===== config.mk =====
export PLATFORM = sky130hd
export DESIGN_NAME = wsp_map
export DESIGN_NICKNAME = d
export VERILOG_FILES = /design/src/hdl/wsp_pkg.sv /design/src/hdl/wsp_map.sv
export SDC_FILE = /design/constraint.sdc
export NUM_CORES = 2
export LEC_CHECK = 0
export BUFFER_PORTS_ARGS = -buffer_cell sky130_fd_sc_hd__buf_4
export CORE_ASPECT_RATIO = 1.75
export CORE_MARGIN = 2
export CORE_UTILIZATION = 61
export CTS_BUF_LIST = sky130_fd_sc_hd__clkbuf_8
export DETAILED_ROUTE_END_ITERATION = 8
export PLACE_DENSITY = 0.78
export RECOVER_POWER = 50
export SETUP_SLACK_MARGIN = 0.4
export SLEW_MARGIN = 20
export SYNTH_ARGS = -nofsm -noshare
export SYNTH_HDL_FRONTEND = slang
export SYNTH_SLANG_ARGS = --single-unit
export TNS_END_PERCENT = 30

===== constraint.sdc =====
create_clock -name clock -period 10.5 [get_ports clock]
set_input_delay 0.525 -clock clock [delete_from_list [all_inputs] [get_ports clock]]
set_output_delay 0.525 -clock clock [all_outputs]
set_load 0.005 [all_outputs]

===== src/hdl/wsp_pkg.sv =====
// Shared constants, types and helpers for the world-to-screen projection pipeline
`timescale 1ns / 1ps

package wsp_pkg;

   localparam int DATA_W    = 32;
   localparam int FRAC_BITS = 16;
   localparam int PROD_W    = 2 * DATA_W - FRAC_BITS;   // Q32.32 product floored to Q32.16
   localparam int CLIP_W    = 50;                        // exact sum of three products + offset
   localparam int DIV_BITS  = 31;                        // quotient bits below saturation
   localparam int SAT_W     = CLIP_W + FRAC_BITS - 1;
   localparam int DIV_W     = CLIP_W + DIV_BITS;
   localparam int DIM_W     = 14;
   localparam int HALF_W    = DIM_W - 1;
   localparam int MUL_W     = DIM_W + 1 + DATA_W;
   localparam int SUM_W     = MUL_W + 1;
   localparam int COEF_N    = 16;
   localparam int IDX_W     = $clog2(COEF_N);
   localparam int ROWS      = 3;

   localparam logic signed [CLIP_W-1:0] W_MIN = CLIP_W'(6554);   // 0.1 in Q16.16
   localparam logic signed [DATA_W-1:0] Q_MAX = 32'sh7FFF_FFFF;
   localparam logic signed [DATA_W-1:0] Q_MIN = 32'sh8000_0000;

   localparam logic [DIM_W-1:0] WIDTH_RESET  = DIM_W'(1920);
   localparam logic [DIM_W-1:0] HEIGHT_RESET = DIM_W'(1080);

   localparam logic MODE_LOAD    = 1'b0;
   localparam logic MODE_PROJECT = 1'b1;

   localparam logic REG_WIDTH  = 1'b0;
   localparam logic REG_HEIGHT = 1'b1;

   // store entries of the x, y and w rows
   localparam int ROW_BASE [ROWS] = '{0, 4, 12};

   typedef struct packed {
      logic vis;
      logic neg_x;
      logic neg_y;
      logic sat_x;
      logic sat_y;
   } div_tag_type;

   function automatic logic signed [DATA_W-1:0] sat32(input logic signed [SUM_W-1:0] v);
      logic signed [DATA_W-1:0] r;
      if (v > SUM_W'(Q_MAX)) begin
         r = Q_MAX;
      end else if (v < SUM_W'(Q_MIN)) begin
         r = Q_MIN;
      end else begin
         r = v[DATA_W-1:0];
      end
      return r;
   endfunction

endpackage


===== src/hdl/wsp_map.sv =====
// Viewport mapping: sign and saturate, scale by half extents, offset, zero hidden points and output register
`timescale 1ns / 1ps

module wsp_map (
   input  logic                               clock,
   input  logic                               reset,
   input  logic                               adv,
   input  logic                               valid_in,
   input  logic [wsp_pkg::DIV_BITS-1:0]       quot_x,
   input  logic [wsp_pkg::DIV_BITS-1:0]       quot_y,
   input  wsp_pkg::div_tag_type               tag_in,
   input  logic [wsp_pkg::HALF_W-1:0]         half_w,
   input  logic [wsp_pkg::HALF_W-1:0]         half_h,
   output logic                               valid_out,
   output logic                               visible,
   output logic signed [wsp_pkg::DATA_W-1:0]  screen_x,
   output logic signed [wsp_pkg::DATA_W-1:0]  screen_y
);

   logic                                m1_valid_ff, m2_valid_ff, out_valid_ff;
   logic                                m1_vis_ff, m2_vis_ff, vis_ff;
   logic signed [wsp_pkg::DATA_W-1:0]   nx_in, ny_in, nx_ff, ny_ff;
   logic [wsp_pkg::DIM_W-1:0]           kx;
   logic signed [wsp_pkg::DIM_W:0]      ky;
   logic signed [wsp_pkg::MUL_W-1:0]    px_in, py_in, px_ff, py_ff;
   logic [wsp_pkg::HALF_W-1:0]          hw_ff, hh_ff;
   logic signed [wsp_pkg::SUM_W-1:0]    sx_sum, sy_sum;
   logic signed [wsp_pkg::DATA_W-1:0]   sx_in, sy_in, sx_ff, sy_ff;

   always_comb begin
      if (tag_in.sat_x) begin
         nx_in = tag_in.neg_x ? wsp_pkg::Q_MIN : wsp_pkg::Q_MAX;
      end else if (tag_in.neg_x) begin
         nx_in = -$signed(wsp_pkg::DATA_W'(quot_x));
      end else begin
         nx_in = $signed(wsp_pkg::DATA_W'(quot_x));
      end
      if (tag_in.sat_y) begin
         ny_in = tag_in.neg_y ? wsp_pkg::Q_MIN : wsp_pkg::Q_MAX;
      end else if (tag_in.neg_y) begin
         ny_in = -$signed(wsp_pkg::DATA_W'(quot_y));
      end else begin
         ny_in = $signed(wsp_pkg::DATA_W'(quot_y));
      end
   end

   // x scale is hw + 1, y scale is 1 - hh (flipped axis)
   always_comb begin
      kx    = wsp_pkg::DIM_W'(half_w) + wsp_pkg::DIM_W'(1);
      ky    = (wsp_pkg::DIM_W+1)'(1) - $signed((wsp_pkg::DIM_W+1)'(half_h));
      px_in = $signed({1'b0, kx}) * nx_ff;
      py_in = ky * ny_ff;
   end

   always_comb begin
      sx_sum = wsp_pkg::SUM_W'(px_ff)
             + $signed(wsp_pkg::SUM_W'({hw_ff, {wsp_pkg::FRAC_BITS{1'b0}}}));
      sy_sum = wsp_pkg::SUM_W'(py_ff)
             + $signed(wsp_pkg::SUM_W'({hh_ff, {wsp_pkg::FRAC_BITS{1'b0}}}));
      if (m2_vis_ff) begin
         sx_in = wsp_pkg::sat32(sx_sum);
         sy_in = wsp_pkg::sat32(sy_sum);
      end else begin
         sx_in = '0;
         sy_in = '0;
      end
   end

   always_ff @(posedge clock) begin
      if (reset) begin
         m1_valid_ff  <= 1'b0;
         m2_valid_ff  <= 1'b0;
         out_valid_ff <= 1'b0;
      end else if (adv) begin
         m1_valid_ff  <= valid_in;
         m2_valid_ff  <= m1_valid_ff;
         out_valid_ff <= m2_valid_ff;
      end
   end

   always_ff @(posedge clock) begin
      if (adv) begin
         nx_ff     <= nx_in;
         ny_ff     <= ny_in;
         m1_vis_ff <= tag_in.vis;
         px_ff     <= px_in;
         py_ff     <= py_in;
         hw_ff     <= half_w;
         hh_ff     <= half_h;
         m2_vis_ff <= m1_vis_ff;
         sx_ff     <= sx_in;
         sy_ff     <= sy_in;
         vis_ff    <= m2_vis_ff;
      end
   end

   assign valid_out = out_valid_ff;
   assign visible   = vis_ff;
   assign screen_x  = sx_ff;
   assign screen_y  = sy_ff;

endmodule


==> parameters.txt <==
Parameter                              Value

GRT
  Via count of the first global-routing pass    35802
  Initial antenna violation count    8
  Global route total overflow    0
  Pin count of the biggest net entering global routing    108
  Wire length of the first global-routing pass    182800 um
  Overall routing resource usage    0.3292

Layout
  Final #Nets    5674
  Most common cell after layout, fill and taps aside    inv_1
  Ratio of cells with drive above 1 in the final layout    0.05571
  FILL cells    5628
  Relative area change from synthesis to final layout    6.075%
  Most frequent cells in the layout    854 x inv_1, 823 x fa_1, 595 x nand2_1, 269 x and2_1, 250 x edfxtp_1
  Post-route insts no fill    5453

Clock network
  Clock tree from TritonCTS    built
  Total of cells resized after clock tree synthesis    0
  Maximum clock insertion buffer count    3
  Clock latency on the worst-skew pair    0.66 ns
  CTS root buf    clkbuf_8
  CTS clk-pin slew, worst paths    0.06 ns
  Deepest level of the CTS H-tree    2
  Post-cts hold buffer count    0
  Total clock sinks    253
  Number of CTS-inserted buffers    40
  Number of post-CTS setup repair buffers    0

Synthesis
  Net count after synthesis    5627
  Number of distinct library cells after synthesis    83
  Post-synthesis sequential element count    253
  Mapped Area    42880 um2
  Mean cell area of the mapped netlist    9.600 um2
  Flip-flop cell with the highest count after synthesis    edfxtp_1
  Synth async-reset ratio    0
  Synth warn    0
  Part of the Yosys area used for sequential elements    0.1765
  Number of enable flip-flop cells after synthesis    250
  Instance count of the mapped netlist    4467

Min path
  Source of the worst hold timing path    reset
  Type of the most critical hold path    in -> reg

Floorplan
  Core Region    69670 um2
  Die Outline Area    72520 um2
  Top-Level Pins    163
  Die W    204.4 um
  Initial Util    0.6155
  Vertical extent of the die    354.7 um
  Number of rows created at floorplan    128

Worst setup path
  Capture point of the worst reg-to-reg path    px_ff[43]
  Largest fanout on the critical path    35
  Worst setup startpoint    half_h[1]
  Arrival time of data at the critical path endpoint    9.46 ns
  Endpoint type of the worst setup path    register
  Startpoint of the lowest-slack register-to-register path    nx_ff[31]
  Setup slack of the worst register-to-register path    3.03 ns
  Longest individual stage delay on the worst path    1.05 ns
  Worst setup path class    in -> reg
  Data required time at the worst endpoint    10.90 ns
  Slowest cell on the critical path    clkbuf_1
  Path depth of the worst reg2reg path    20
  Worst setup path end    py_ff[43]
  Type of origin of the critical path    input port
  Most frequent cell on the critical path    fa_1

Placed design
  Post-Place Setup Slack    1.501 ns
  Placed Cells incl. Taps    5382
  Placed wire-length estimate after detailed placement    87680 um
  Final weighted congestion in routability-driven placement    0.9217
  Number of buffer cells added on primary ports    162

Timing
  Worst hold-check slack    0.05829 ns
  Max-slew violations    339
  Final setup violation count    0
  TNS Setup    0 ns
  Ratio of final minimum period to clock period    0.8623
  Relative slew slack    -3.077
  Number of endpoints with negative hold slack in the final report    0
  Unrepaired setup endpoints after global routing    false
  Fin crit period    9.054 ns
  Fin Clk Skew    0.05234 ns
  Post-layout worst setup margin    1.446 ns
  Transition time at the pin with the least slew margin    6.116 ns
  FMAX    0.1105 GHz

Drt
  Number of nets still failing antenna checks after routing    0
  Total wire length    112300 um
  Detailed-router iteration count before antenna repair    5
  Met3 routed WL    7065 um
  Via density per instance    5.887
  Met1 layer wirelength in the final routing    35130 um
  Detail Route met2 WL    59920 um
  DRC violation count after routing    0
  Highest routed metal layer    met5
  Routed len/inst    20.59 um
  Overall via count from detail_route    32101
  Number of violations reported at the end of detailed-routing iteration 0    1775

Run status
  Violations in the final reports    capacitance limit, slew limit
  Result of the run    finished with violations

Run
  Maxcap violations    7
## synth_stat cells, types with 4 or more instances
cell type	instances	area, um2
a211o_1	4	35.03
a211oi_1	14	105.1
a21boi_0	7	52.55
a21o_1	131	983.4
a21oi_1	145	725.7
a311oi_1	6	52.55
a31oi_1	26	162.7
and2_1	269	1683
and3_1	28	175.2
buf_2	11	55.05
clkbuf_1	178	668.1
edfxtp_1	250	7507
fa_1	823	16480
ha_1	240	3003
inv_1	843	3164
mux2i_1	16	160.2
nand2_1	595	2233
nand2b_1	22	137.6
nand3_1	32	160.2
nand3b_1	7	52.55
nand4_1	20	125.1
nor2_1	200	750.7
nor2b_1	103	644.4
nor3_1	51	255.2
nor3_2	4	40.04
nor3b_1	10	75.07
nor4_1	8	50.05
o211a_1	4	40.04
o211ai_1	5	37.54
o21a_1	18	135.1
o21ai_0	61	305.3
o21ai_1	4	20.02
o21bai_1	15	112.6
o22a_1	9	78.83
o22ai_1	27	168.9
o31ai_1	6	45.04
o41ai_1	4	35.03
or2_2	10	62.56
or3_1	22	137.6
or4_1	4	30.03
xnor2_1	118	1033
xor2_1	46	402.9
## critical path, delay by kind of cell
kind	cells	cell delay, ns
buffers and inverters	7	1.85
xor gates and xnor gates	2	0.74
and+or+nand+nor	7	1.69
adders and majority gates	7	3.30
AOI/OAI and AO/OA	6	1.30
## stage by stage
step,utilization,area (um2)
final,0.6529,45490
after floorplan,-,42880
after CTS,0.6559,45690
after global routing,0.6529,45490
after detailed placement,0.6456,44970
after global placement,0.6456,44970
## kinds of logic (layout without fill, tap and decap cells)
family | after synthesis | after routing | share of synthesized area
and+or+nand+nor | 1409 | 1409 | 0.1600
adders and majority gates | 1063 | 1063 | 0.4542
muxes | 17 | 17 | 0.003997
DFF | 253 | 253 | 0.1765
xor gates and xnor gates | 164 | 164 | 0.03350
other | 0 | 2 | 0
buffers and inverters | 1037 | 1111 | 0.09109
AOI/OAI and AO/OA | 524 | 524 | 0.08076
## how the worst min path moves through the flow
stage / to / slack (ns) / depth (start not counted)
finish: m1_valid_ff / 0.06 / 2
global placement: m2_vis_ff / 0.41 / 0
detailed placement: m2_vis_ff / 0.42 / 0
global route: m2_valid_ff / 0.03 / 2
CTS: m1_vis_ff / 0.02 / 1
floorplan: m2_vis_ff / 0.40 / 0
## final cells by class
cell class,count,area (um2),share of cell area
multi-input cells,3177,31620,0.6950
flip-flops and latches,253,7567,0.1664
inverters,846,3176,0.06981
repair buffers,196,1269,0.02789
well taps,910,1139,0.02503
clock buffers,40,550.5,0.01210
clock inverters,29,166.4,0.003658
diodes,2,5.005,0.0001100
## state kept, by name, indices dropped and copies added, names as in the netlist, 13 cells and up
name	flops
px_ff	47
py_ff	46
nx_ff	32
ny_ff	32
screen_x	32
screen_y	32
hh_ff	13
hw_ff	13
## layer usage
layer	up-vias	GRT usage
met4	8	0.2590
met2	1386	0.6022
met5	-	0
met3	577	0.05123
met1	16136	0.3274
li1	13994	-
Power is left out: the tool's default activity adds up to more than one toggle a clock period on the data nets, which glitch-free logic cannot reach.
